===== src/rtl/psg_pkg.sv =====
// Shared types, constants and the envelope step function of the sound generator.
package psg_pkg;

  localparam int ALU_W    = 19;  // shared adder width, signed
  localparam int TC_W     = 17;  // tone counter, signed
  localparam int NC_W     = 18;  // noise and envelope counters, signed
  localparam int NUM_REGS = 14;
  localparam int REG_AW   = 4;

  localparam logic [1:0] CMD_WRITE = 2'd0;
  localparam logic [1:0] CMD_READ  = 2'd1;
  localparam logic [1:0] CMD_TICK  = 2'd2;

  localparam logic [3:0] REG_NOISE  = 4'd6;
  localparam logic [3:0] REG_MIXER  = 4'd7;
  localparam logic [3:0] REG_VOL_A  = 4'd8;
  localparam logic [3:0] REG_ENV_LO = 4'd11;
  localparam logic [3:0] REG_ENV_HI = 4'd12;
  localparam logic [3:0] REG_SHAPE  = 4'd13;

  localparam logic [7:0]  MIXER_RST       = 8'h3f;
  localparam logic [15:0] TONE_OFF_PERIOD = 16'd32767;
  localparam logic [5:0]  NOISE_DIS_PER   = 6'd62;
  localparam logic [13:0] STEP_RATE_RST   = 14'd1287;
  localparam logic signed [ALU_W-1:0] NOISE_FLOOR = -19'sd65536;

  typedef enum logic [3:0] {
    S_IDLE, S_FRAC, S_TSUB, S_TADD, S_NSUB, S_NADD, S_ESUB, S_EADD, S_DONE
  } state_t;

  typedef struct packed {
    logic neg;
    logic le_zero;
  } alu_flags_t;

  typedef struct packed {
    logic [4:0] level;
    logic       first;
  } env_step_t;

  function automatic env_step_t env_next(input logic [4:0] lvl, input logic [3:0] shape,
                                         input logic first);
    env_step_t r;
    r.level = lvl;
    r.first = first;
    case (shape)
      4'd8:  r.level = lvl - 5'd1;
      4'd9:  if (lvl != 5'd0) r.level = lvl - 5'd1;
      4'd10: begin
        if (first) begin
          if (lvl == 5'd0) r.first = 1'b0; else r.level = lvl - 5'd1;
        end else begin
          if (lvl == 5'd31) r.first = 1'b1; else r.level = lvl + 5'd1;
        end
      end
      4'd11: begin
        if (first) begin
          r.level = lvl - 5'd1;
          r.first = (r.level != 5'd31);
        end
      end
      4'd12: r.level = lvl + 5'd1;
      4'd13: if (lvl != 5'd31) r.level = lvl + 5'd1;
      4'd14: begin
        if (first) begin
          if (lvl == 5'd31) r.first = 1'b0; else r.level = lvl + 5'd1;
        end else begin
          if (lvl == 5'd0) r.first = 1'b1; else r.level = lvl - 5'd1;
        end
      end
      4'd15: begin
        if (first) begin
          r.level = lvl + 5'd1;
          r.first = (r.level != 5'd0);
        end
      end
      default: ;
    endcase
    return r;
  endfunction

endpackage


===== src/rtl/psg_alu.sv =====
// Shared signed add/subtract unit with sign and less-or-equal-zero flags.
module psg_alu (
  input  logic signed [psg_pkg::ALU_W-1:0] op_a,
  input  logic signed [psg_pkg::ALU_W-1:0] op_b,
  input  logic                             op_sub,
  output logic signed [psg_pkg::ALU_W-1:0] sum,
  output psg_pkg::alu_flags_t              flags
);

  assign sum           = op_sub ? (op_a - op_b) : (op_a + op_b);
  assign flags.neg     = sum[psg_pkg::ALU_W-1];
  assign flags.le_zero = sum[psg_pkg::ALU_W-1] | (sum == '0);

endmodule


===== src/rtl/psg_three_tone_sound_generator.sv =====
// Three-channel sound generator: register file, sequencer and shared adder.
// Register write: taken in the idle state, no result word.
// Register read: result word loaded in the done state once the output slot is free.
// Sample tick: fraction update, tone counter subtract and reload passes per channel, noise and
//   envelope passes, then done; every counter step goes through the one shared adder.
// Reset (synchronous, rst_n low): all state to its documented reset value, no sweep.
module psg_three_tone_sound_generator (
  input  logic        clk,
  input  logic        rst_n,
  input  logic        in_tvalid,
  output logic        in_tready,
  input  logic [15:0] in_tdata,   // reg_addr[3:0], reg_data[11:4], zero pad
  input  logic [2:0]  in_tuser,   // cmd[1:0], frame_start[2]
  output logic        out_tvalid,
  input  logic        out_tready,
  output logic [23:0] out_tdata,  // chan_a[4:0], chan_b[9:5], chan_c[14:10], read_data[22:15]
  input  logic        cfg_valid,
  output logic        cfg_ready,
  input  logic [13:0] cfg_data
);

  localparam int W  = psg_pkg::ALU_W;
  localparam int TW = psg_pkg::TC_W;
  localparam int NW = psg_pkg::NC_W;

  psg_pkg::state_t state_r, state_nxt;

  // register file and derived generator state
  logic [7:0]          reg_file_r   [psg_pkg::NUM_REGS];
  logic [7:0]          reg_file_nxt [psg_pkg::NUM_REGS];
  logic [15:0]         tone_period_r [3], tone_period_nxt [3];
  logic signed [TW-1:0] tone_count_r [3], tone_count_nxt [3];
  logic [2:0]          tone_flop_r, tone_flop_nxt;
  logic [2:0]          tone_on_r, tone_on_nxt;
  logic [2:0]          noise_off_r, noise_off_nxt;
  logic [5:0]          noise_period_r, noise_period_nxt;
  logic signed [NW-1:0] noise_count_r, noise_count_nxt;
  logic                noise_bit_r, noise_bit_nxt;
  logic [16:0]         noise_shift_r, noise_shift_nxt;
  logic [15:0]         env_period_r, env_period_nxt;
  logic signed [NW-1:0] env_count_r, env_count_nxt;
  logic [4:0]          env_level_r, env_level_nxt;
  logic                env_first_r, env_first_nxt;
  logic [3:0]          env_shape_r, env_shape_nxt;
  logic [4:0]          chan_vol_r [3], chan_vol_nxt [3];
  logic [2:0]          uses_env_r, uses_env_nxt;
  logic [7:0]          frac_r, frac_nxt;
  logic [13:0]         step_rate_r;

  // sequencer working registers
  logic [6:0]          steps_r, steps_nxt;
  logic [1:0]          ch_r, ch_nxt;
  logic                is_read_r;
  logic                frame_r;
  logic [3:0]          addr_r;

  logic                out_tvalid_r;
  logic [23:0]         out_tdata_r, out_tdata_nxt;
  logic                load_out;

  // shared adder
  logic signed [W-1:0] alu_a, alu_b, alu_sum;
  logic                alu_sub;
  psg_pkg::alu_flags_t alu_flags;

  psg_alu u_alu (
    .op_a   (alu_a),
    .op_b   (alu_b),
    .op_sub (alu_sub),
    .sum    (alu_sum),
    .flags  (alu_flags)
  );

  logic       in_acc;
  logic [1:0] in_cmd;
  logic [3:0] in_addr;
  logic [7:0] in_data;

  assign in_cmd   = in_tuser[1:0];
  assign in_addr  = in_tdata[3:0];
  assign in_data  = in_tdata[11:4];
  assign in_acc   = in_tvalid && in_tready;

  assign cfg_ready  = 1'b1;
  assign out_tvalid = out_tvalid_r;
  assign out_tdata  = out_tdata_r;

  // next state
  always_comb begin
    state_nxt = state_r;
    case (state_r)
      psg_pkg::S_IDLE: begin
        if (in_acc && in_cmd == psg_pkg::CMD_READ) state_nxt = psg_pkg::S_DONE;
        else if (in_acc && in_cmd == psg_pkg::CMD_TICK) state_nxt = psg_pkg::S_FRAC;
      end
      psg_pkg::S_FRAC: state_nxt = psg_pkg::S_TSUB;
      psg_pkg::S_TSUB: begin
        if (alu_flags.le_zero) state_nxt = psg_pkg::S_TADD;
        else if (ch_r == 2'd2) state_nxt = psg_pkg::S_NSUB;
      end
      psg_pkg::S_TADD: begin
        if (!alu_flags.neg) state_nxt = (ch_r == 2'd2) ? psg_pkg::S_NSUB : psg_pkg::S_TSUB;
      end
      psg_pkg::S_NSUB: state_nxt = alu_flags.le_zero ? psg_pkg::S_NADD : psg_pkg::S_ESUB;
      psg_pkg::S_NADD: state_nxt = psg_pkg::S_ESUB;
      psg_pkg::S_ESUB: state_nxt = alu_flags.le_zero ? psg_pkg::S_EADD : psg_pkg::S_DONE;
      psg_pkg::S_EADD: if (!alu_flags.neg) state_nxt = psg_pkg::S_DONE;
      psg_pkg::S_DONE: if (load_out) state_nxt = psg_pkg::S_IDLE;
      default: state_nxt = psg_pkg::S_IDLE;
    endcase
  end

  // sequencer outputs: handshake and adder operand select
  always_comb begin
    in_tready = 1'b0;
    load_out  = 1'b0;
    alu_a     = '0;
    alu_b     = '0;
    alu_sub   = 1'b1;
    case (state_r)
      psg_pkg::S_IDLE: in_tready = 1'b1;
      psg_pkg::S_FRAC: begin
        alu_a   = frame_r ? '0 : {{(W-8){1'b0}}, frac_r};
        alu_b   = {{(W-14){1'b0}}, step_rate_r};
        alu_sub = 1'b0;
      end
      psg_pkg::S_TSUB: begin
        alu_a = {{(W-TW){tone_count_r[ch_r][TW-1]}}, tone_count_r[ch_r]};
        alu_b = {{(W-7){1'b0}}, steps_r};
      end
      psg_pkg::S_TADD: begin
        alu_a   = {{(W-TW){tone_count_r[ch_r][TW-1]}}, tone_count_r[ch_r]};
        alu_b   = {{(W-16){1'b0}}, tone_period_r[ch_r]};
        alu_sub = 1'b0;
      end
      psg_pkg::S_NSUB: begin
        alu_a = {{(W-NW){noise_count_r[NW-1]}}, noise_count_r};
        alu_b = {{(W-7){1'b0}}, steps_r};
      end
      psg_pkg::S_NADD: begin
        alu_a   = {{(W-NW){noise_count_r[NW-1]}}, noise_count_r};
        alu_b   = {{(W-6){1'b0}}, noise_period_r};
        alu_sub = 1'b0;
      end
      psg_pkg::S_ESUB: begin
        alu_a = {{(W-NW){env_count_r[NW-1]}}, env_count_r};
        alu_b = {{(W-7){1'b0}}, steps_r};
      end
      psg_pkg::S_EADD: begin
        alu_a   = {{(W-NW){env_count_r[NW-1]}}, env_count_r};
        alu_b   = {{(W-16){1'b0}}, env_period_r};
        alu_sub = 1'b0;
      end
      psg_pkg::S_DONE: load_out = !out_tvalid_r || out_tready;
      default: ;
    endcase
  end

  // datapath next values
  always_comb begin
    logic                wr;
    logic [7:0]          lo, hi;
    logic [15:0]         per16, ecur;
    logic signed [W-1:0] tc;
    logic [5:0]          np;
    logic [3:0]          shp;
    logic [4:0]          lvl [3];
    logic [7:0]          rd;
    psg_pkg::env_step_t  es;

    lo    = '0;
    hi    = '0;
    per16 = '0;
    ecur  = '0;
    tc    = '0;
    np    = '0;
    shp   = '0;
    for (int i = 0; i < psg_pkg::NUM_REGS; i++) reg_file_nxt[i] = reg_file_r[i];
    for (int c = 0; c < 3; c++) begin
      tone_period_nxt[c] = tone_period_r[c];
      tone_count_nxt[c]  = tone_count_r[c];
      chan_vol_nxt[c]    = chan_vol_r[c];
    end
    tone_flop_nxt    = tone_flop_r;
    tone_on_nxt      = tone_on_r;
    noise_off_nxt    = noise_off_r;
    noise_period_nxt = noise_period_r;
    noise_count_nxt  = noise_count_r;
    noise_bit_nxt    = noise_bit_r;
    noise_shift_nxt  = noise_shift_r;
    env_period_nxt   = env_period_r;
    env_count_nxt    = env_count_r;
    env_level_nxt    = env_level_r;
    env_first_nxt    = env_first_r;
    env_shape_nxt    = env_shape_r;
    uses_env_nxt     = uses_env_r;
    frac_nxt         = frac_r;
    steps_nxt        = steps_r;
    ch_nxt           = ch_r;
    out_tdata_nxt    = out_tdata_r;
    es               = psg_pkg::env_next(env_level_r, env_shape_r, env_first_r);

    wr = in_acc && (in_cmd == psg_pkg::CMD_WRITE)
         && (in_addr < 4'(psg_pkg::NUM_REGS));
    if (wr) reg_file_nxt[in_addr] = in_data;

    // tone period writes
    for (int c = 0; c < 3; c++) begin
      if (wr && (in_addr[3:1] == 3'(c))) begin
        lo    = in_addr[0] ? reg_file_r[2*c] : in_data;
        hi    = in_addr[0] ? in_data : reg_file_r[2*c+1];
        per16 = {4'd0, hi[3:0], lo};
        if (per16 == 16'd0) per16 = 16'd1;
        tc = {{(W-TW){tone_count_r[c][TW-1]}}, tone_count_r[c]}
             + $signed({3'b000, per16}) - $signed({3'b000, tone_period_r[c]});
        tone_count_nxt[c]  = tc[W-1] ? TW'(1) : tc[TW-1:0];
        tone_period_nxt[c] = per16;
      end
    end

    if (wr && in_addr == psg_pkg::REG_NOISE) begin
      np = {in_data[4:0], 1'b0};
      if (np != noise_period_r) begin
        noise_period_nxt = np;
        noise_count_nxt  = {{(NW-6){1'b0}}, np};
      end
    end

    if (wr && in_addr == psg_pkg::REG_MIXER) begin
      for (int c = 0; c < 3; c++) begin
        tone_on_nxt[c]   = !in_data[c];
        noise_off_nxt[c] = in_data[c+3];
        if (in_data[c]) begin
          tone_period_nxt[c] = psg_pkg::TONE_OFF_PERIOD;
          tone_flop_nxt[c]   = 1'b1;
        end
      end
      if (&in_data[5:3]) noise_period_nxt = psg_pkg::NOISE_DIS_PER;
    end

    for (int c = 0; c < 3; c++) begin
      if (wr && in_addr == psg_pkg::REG_VOL_A + 4'(c)) begin
        uses_env_nxt[c] = in_data[4];
        chan_vol_nxt[c] = in_data[4] ? env_level_r : {in_data[3:0], 1'b1};
      end
    end

    if (wr && (in_addr == psg_pkg::REG_ENV_LO || in_addr == psg_pkg::REG_ENV_HI)) begin
      lo    = (in_addr == psg_pkg::REG_ENV_LO) ? in_data : reg_file_r[psg_pkg::REG_ENV_LO];
      hi    = (in_addr == psg_pkg::REG_ENV_HI) ? in_data : reg_file_r[psg_pkg::REG_ENV_HI];
      per16 = {hi, lo};
      if (per16 == 16'd0) per16 = 16'd1;
      ecur  = (uses_env_r == 3'b000) ? psg_pkg::TONE_OFF_PERIOD : env_period_r;
      env_period_nxt = ecur;
      if (per16 != ecur) begin
        env_period_nxt = per16;
        env_count_nxt  = {{(NW-16){1'b0}}, per16};
        env_first_nxt  = 1'b1;
      end
    end

    if (wr && in_addr == psg_pkg::REG_SHAPE) begin
      shp = in_data[3:0];
      if (shp < 4'd4) shp = 4'd9;
      else if (shp < 4'd8) shp = 4'd15;
      env_shape_nxt = shp;
      env_level_nxt = (shp < 4'd12) ? 5'd31 : 5'd0;
      env_first_nxt = 1'b1;
      for (int c = 0; c < 3; c++) if (uses_env_r[c]) chan_vol_nxt[c] = env_level_nxt;
    end

    // tick sequence
    case (state_r)
      psg_pkg::S_FRAC: begin
        steps_nxt = alu_sum[14:8];
        frac_nxt  = alu_sum[7:0];
        ch_nxt    = 2'd0;
      end
      psg_pkg::S_TSUB: begin
        tone_count_nxt[ch_r] = alu_sum[TW-1:0];
        if (!alu_flags.le_zero) ch_nxt = (ch_r == 2'd2) ? 2'd0 : ch_r + 2'd1;
      end
      psg_pkg::S_TADD: begin
        tone_count_nxt[ch_r] = alu_sum[TW-1:0];
        if (tone_on_r[ch_r]) tone_flop_nxt[ch_r] = !tone_flop_r[ch_r];
        if (!alu_flags.neg) ch_nxt = (ch_r == 2'd2) ? 2'd0 : ch_r + 2'd1;
      end
      psg_pkg::S_NSUB: noise_count_nxt = alu_sum[NW-1:0];
      psg_pkg::S_NADD: begin
        noise_bit_nxt   = noise_shift_r[0];
        noise_shift_nxt = {noise_shift_r[0] ^ noise_shift_r[3], noise_shift_r[16:1]};
        noise_count_nxt = (alu_sum < psg_pkg::NOISE_FLOOR) ? psg_pkg::NOISE_FLOOR[NW-1:0]
                                                           : alu_sum[NW-1:0];
      end
      psg_pkg::S_ESUB: env_count_nxt = alu_sum[NW-1:0];
      psg_pkg::S_EADD: begin
        env_count_nxt = alu_sum[NW-1:0];
        env_level_nxt = es.level;
        env_first_nxt = es.first;
        for (int c = 0; c < 3; c++) if (uses_env_r[c]) chan_vol_nxt[c] = es.level;
      end
      default: ;
    endcase

    // result word
    for (int c = 0; c < 3; c++) begin
      lvl[c] = ((noise_bit_r || noise_off_r[c]) && tone_flop_r[c] && !is_read_r)
               ? chan_vol_r[c] : 5'd0;
    end
    rd = '0;
    if (is_read_r && addr_r < 4'(psg_pkg::NUM_REGS)) rd = reg_file_r[addr_r];
    if (load_out) out_tdata_nxt = {1'b0, rd, lvl[2], lvl[1], lvl[0]};
  end

  always_ff @(posedge clk) begin
    if (!rst_n) begin
      state_r <= psg_pkg::S_IDLE;
      for (int i = 0; i < psg_pkg::NUM_REGS; i++)
        reg_file_r[i] <= (i == int'(psg_pkg::REG_MIXER)) ? psg_pkg::MIXER_RST : 8'd0;
      for (int c = 0; c < 3; c++) begin
        tone_period_r[c] <= psg_pkg::TONE_OFF_PERIOD;
        tone_count_r[c]  <= '0;
        chan_vol_r[c]    <= 5'd1;
      end
      tone_flop_r    <= 3'b000;
      tone_on_r      <= 3'b000;
      noise_off_r    <= 3'b111;
      noise_period_r <= psg_pkg::NOISE_DIS_PER;
      noise_count_r  <= '0;
      noise_bit_r    <= 1'b0;
      noise_shift_r  <= 17'd1;
      env_period_r   <= 16'd1;
      env_count_r    <= NW'(1);
      env_level_r    <= 5'd31;
      env_first_r    <= 1'b1;
      env_shape_r    <= 4'd9;
      uses_env_r     <= 3'b000;
      frac_r         <= 8'd0;
      step_rate_r    <= psg_pkg::STEP_RATE_RST;
      steps_r        <= '0;
      ch_r           <= 2'd0;
      is_read_r      <= 1'b0;
      frame_r        <= 1'b0;
      addr_r         <= '0;
      out_tvalid_r   <= 1'b0;
      out_tdata_r    <= '0;
    end else begin
      state_r <= state_nxt;
      for (int i = 0; i < psg_pkg::NUM_REGS; i++) reg_file_r[i] <= reg_file_nxt[i];
      for (int c = 0; c < 3; c++) begin
        tone_period_r[c] <= tone_period_nxt[c];
        tone_count_r[c]  <= tone_count_nxt[c];
        chan_vol_r[c]    <= chan_vol_nxt[c];
      end
      tone_flop_r    <= tone_flop_nxt;
      tone_on_r      <= tone_on_nxt;
      noise_off_r    <= noise_off_nxt;
      noise_period_r <= noise_period_nxt;
      noise_count_r  <= noise_count_nxt;
      noise_bit_r    <= noise_bit_nxt;
      noise_shift_r  <= noise_shift_nxt;
      env_period_r   <= env_period_nxt;
      env_count_r    <= env_count_nxt;
      env_level_r    <= env_level_nxt;
      env_first_r    <= env_first_nxt;
      env_shape_r    <= env_shape_nxt;
      uses_env_r     <= uses_env_nxt;
      frac_r         <= frac_nxt;
      steps_r        <= steps_nxt;
      ch_r           <= ch_nxt;
      if (cfg_valid && cfg_ready) step_rate_r <= cfg_data;
      if (in_acc) begin
        is_read_r <= (in_cmd == psg_pkg::CMD_READ);
        frame_r   <= in_tuser[2];
        addr_r    <= in_addr;
      end
      if (load_out) out_tvalid_r <= 1'b1;
      else if (out_tready) out_tvalid_r <= 1'b0;
      out_tdata_r <= out_tdata_nxt;
    end
  end

  // a finished result always finds its way into a free output slot
  a_done_loads: assert property (@(posedge clk) disable iff (!rst_n)
    (state_r == psg_pkg::S_DONE && !out_tvalid_r) |=> out_tvalid_r)
    else $error("result not loaded from done state");

  // tone channel pointer stays on a real channel
  a_ch_range: assert property (@(posedge clk) disable iff (!rst_n) ch_r != 2'd3)
    else $error("tone channel pointer out of range");

  // a tick starts the step fraction update right away
  a_tick_start: assert property (@(posedge clk) disable iff (!rst_n)
    (in_acc && in_cmd == psg_pkg::CMD_TICK) |=> state_r == psg_pkg::S_FRAC)
    else $error("tick did not start sequencer");

  // noise counter is clamped at its floor once the reload pass has run
  a_noise_floor: assert property (@(posedge clk) disable iff (!rst_n)
    (state_r != psg_pkg::S_NADD) |->
      ($signed({{(W-NW){noise_count_r[NW-1]}}, noise_count_r}) >= psg_pkg::NOISE_FLOOR))
    else $error("noise counter below floor");

  // envelope reload period never zero, else the reload loop would not end
  a_env_period: assert property (@(posedge clk) disable iff (!rst_n) env_period_r != 16'd0)
    else $error("envelope period zero");

endmodule

===== config.mk =====
export PLATFORM = sky130hd
export DESIGN_NAME = psg_three_tone_sound_generator
export DESIGN_NICKNAME = d
export VERILOG_FILES = /design/src/rtl/psg_pkg.sv /design/src/rtl/psg_alu.sv /design/src/rtl/psg_three_tone_sound_generator.sv
export SDC_FILE = /design/constraint.sdc
export NUM_CORES = 1
export LEC_CHECK = 0
export BUFFER_PORTS_ARGS = -buffer_cell sky130_fd_sc_hd__buf_2
export CELL_PAD_IN_SITES_DETAIL_PLACEMENT = 0
export CELL_PAD_IN_SITES_GLOBAL_PLACEMENT = 1
export CORE_AREA = 5 5 225 282
export CTS_CLUSTER_DIAMETER = 200
export DETAILED_ROUTE_END_ITERATION = 8
export DIE_AREA = 0 0 230 287
export PLACE_DENSITY = 0.75
export SYNTH_ARGS = -nofsm -noshare
export SYNTH_HDL_FRONTEND = slang
export SYNTH_HIERARCHICAL = 1
export SYNTH_SLANG_ARGS = --single-unit

===== constraint.sdc =====
create_clock -name clk -period 6.9 [get_ports clk]
set_input_delay 0 -clock clk [delete_from_list [all_inputs] [get_ports clk]]
set_output_delay 0 -clock clk [all_outputs]
set_load 0.005 [all_outputs]

==> reports/qor.yml <==
clocking:
  cts_tree: "built"
  cts_sinks: 388
  clk_pin_slew_ps: 60
  cts_made_buffers: 44
  cts_root_buffer: "clkbuf_16"
  postCtsSetupBuffers: 0
  clk_path_buf_depth: 3
  insertion_delay_ps: 590
  htreeDepth: 2
timing:
  relSlewSlack: 0.1413
  finalMaxSlewViolations: 0
  period_minus_slack_ps: 6413
  fin_crit_sh: 0.9294
  rsz0062_at_grt: "no"
  setup_viol: 0
  max_freq_mhz: 155.9
  worst_slew_pin_slew_ps: 1281
  tns_ps: 0
  hold_violations: 0
  whs_ps: 96.97
  clock-skew-final_ps: 36.09
floorplan:
  fp-row-count: 101
  pin_count: 65
  fp.dieH_um: 287
  initial_core_util: 0.3956
  core-area_mm2: 0.06041
  fp.dieW_um: 230
  dieArea_mm2: 0.06601
layout:
  final_area_mm2: 0.02703
  antenna_cells: 0
  drive_above_1_share: 0.09560
  layout_common_cells: "nand2_1 (434), dfxtp_1 (385), a21oi_1 (195)"
  nets: 3135
  final_common_cell: "nand2_1"
  areaGrowthSynthToFinish_pct: 13.10
  fill_cells: 6045
logic_synthesis:
  ys_types: 85
  ys.flop_type: "dfxtp_1"
  yosys_register_bits: 388
  avgSynthCellArea_um2: 8.125
  ys_seq_area_frac: 0.3250
  syn-cell-area_mm2: 0.02390
  synthCells: 2941
  async_flop_share: 0
  synth-edff-count: 0
  yosys_warnings: 6
place:
  dp_hpwl_um: 60450
  place_area_mm2: 0.02500
  gp_congestion: 0.9101
  port_buffers: 58
pwr:
  p_per_area_mw_per_mm2: 347.5
  irDropWorstVdd_uv: 403.3
  leakagePower_nw: 11.05
critical_path:
  crit_path_start_kind: "flip-flop"
  cp_max_fo: 8
  crit_buf_inv: 0
  arrival_ps: 6930
  crit_required_ps: 7410
  cp_top_family: "simple AND/OR/NAND/NOR gates"
  endpoint_kind: "flip-flop"
  worstPathCellList: "nand2b_1 -> nand2b_1 -> nor2_2 -> a222oi_1 -> o211ai_1 -> nor3_1 -> and4b_1 -> a21oi_1 -> xnor2_1 -> ha_1 -> nand2_2 -> a2111oi_4 -> o21ai_1 -> xnor2_1 -> or4_1 -> or4_1 -> o41ai_2 -> nor2_1 -> nand3b_1 -> nand3_1 -> a21oi_1 -> nor2b_1 -> o21ai_0 -> a21boi_0"
  crit_type: "reg -> reg"
  slowest_stage: "or4_1"
  cpPeakStageDelay_ps: 530
detailed_routing:
  drt-met1-wl_um: 33400
  drt_iter0_markers: 1845
  via_count: 21810
  highest_layer: "met4"
  route.detailed.drc: 0
  wire_per_inst_um: 21.51
  via_per_inst: 5.778
  drt-total-wl_um: 81180
  route.met2.wl_um: 38890
  wl_met3_um: 4601
  drt_first_pass_iters: 7
  ant_nets: 0
grt:
  track_usage: 0.2372
  grt_first_pass_wirelength_um: 124400
  grt_pass1_vias: 21190
  antenna_found_initial: 0
  grt-ovfl-total: 0
  grt_max_degree: 149
run:
  maxCapViolations: 0
outcome:
  status: "finished clean"
hold_path:
  hp-class: "in -> reg"
## worst paths after layout
| check | startpoint | end | slack [ps] | depth (start not counted) |
|---|---|---|---|---|
| max reg2reg | state_r[2] | state_r[3] | 490 | 24 |
| min reg2reg | reg_file_r[7][2] | reg_file_r[7][2] | 450 | 2 |
| min | in_tdata[0] | flip-flop | 100 | 3 |
| max | state_r[2] | state_r[3] | 490 | 24 |
## power by group
group	internal [W]	switching [W]	leakage, nW
Sequential	0.00236	0.000103	3.14
Clock	0.00152	0.00102	0.774
Combinational	0.00151	0.00288	7.14
## cell type report
class	count	area, µm²	area share
Multi-Input combinational cell	2184	14740	0.5453
Sequential cell	388	7774	0.2876
Timing Repair Buffer	184	1360	0.05032
Clock buffer	60	1261	0.04666
Tap cell	772	965.9	0.03574
Inverter	167	626.9	0.02319
Clock inverter	19	300.3	0.01111
## cells by family (layout without fill, tap and decap cells)
kind of cell	Yosys count	in the layout	share of synthesized area
and+or+nand+nor	953	953	0.1825
AOI/OAI and AO/OA	854	854	0.2387
DFF	388	388	0.3250
buffers and inverters	373	430	0.06000
muxes	154	154	0.08220
adders and majority gates	128	128	0.07864
xor gates and xnor gates	89	89	0.03262
other	2	6	0.0003143
## through the flow
stage / setup WS (ps) / cells / total power (W) / util
3_5_place_dp: 522.3 / 3649 / 0.006846 / 0.4139
3_3_place_gp: 512.5 / 3649 / 0.006838 / 0.4139
2_1_floorplan: 741.5 / 2945 / 0.005009 / -
4_1_cts: 467.9 / 3774 / 0.009433 / 0.4473
6_report: 487.1 / 3774 / 0.009392 / 0.4474
5_1_grt: 11.81 / 3774 / 0.009818 / 0.4474
## worst register-to-register path, cell delays in order, from the launching register on
cell and delay [ps]:
dfxtp_1 410, nand2b_1 180, nand2b_1 170, nor2_2 90, a222oi_1 410, o211ai_1 240, nor3_1 370, and4b_1 360
a21oi_1 110, xnor2_1 130, ha_1 440, nand2_2 120, a2111oi_4 510, o21ai_1 190, xnor2_1 170, or4_1 530
or4_1 430, o41ai_2 370, nor2_1 140, nand3b_1 120, nand3_1 80, a21oi_1 220, nor2b_1 260, o21ai_0 110
a21boi_0 190
## synth_stat cells (60+ instances only)
| master | instances | area share |
|---|---|---|
| nand2_1 | 434 | 0.068 |
| clkbuf_1 | 177 | 0.028 |
| a21oi_1 | 196 | 0.041 |
| o21ai_0 | 169 | 0.035 |
| ha_1 | 91 | 0.048 |
| dfxtp_1 | 388 | 0.33 |
| nor2b_1 | 82 | 0.021 |
| nor2_1 | 173 | 0.027 |
| mux2i_1 | 108 | 0.045 |
| nand3_1 | 99 | 0.021 |
| inv_1 | 166 | 0.026 |
| a21boi_0 | 149 | 0.047 |
| xnor2_1 | 60 | 0.022 |
## per-layer routing
metal,track usage,up-vias
li1,-,10410
met1,0.2959,10490
met2,0.4036,712
met3,0.03517,198
met4,0.1132,0
met5,0,-
## what timing repair did
item                                    in CTS  in global routing
gates resized for setup                      0                  2
endpoints found under the setup margin       0                  1
hold endpoints to repair                   104                  0
hold buffers                                46                  0
## sequential cells by signal (all words and copies together), names as in the netlist, 2 cells and up, named ones only
signal	count
addr_r	4
noise_period_r	6
tone_on_r	3
noise_shift_r	17
env_level_r	5
env_shape_r	3
noise_count_r	18
ch_r	2
env_period_r	16
frac_r	8
steps_r	7
chan_vol_r	15
tone_period_r	48
state_r	4
step_rate_r	14
reg_file_r	112
out_tdata	23
tone_count_r	51
tone_flop_r	3
env_count_r	18
Power figures use the tool's default switching activity.
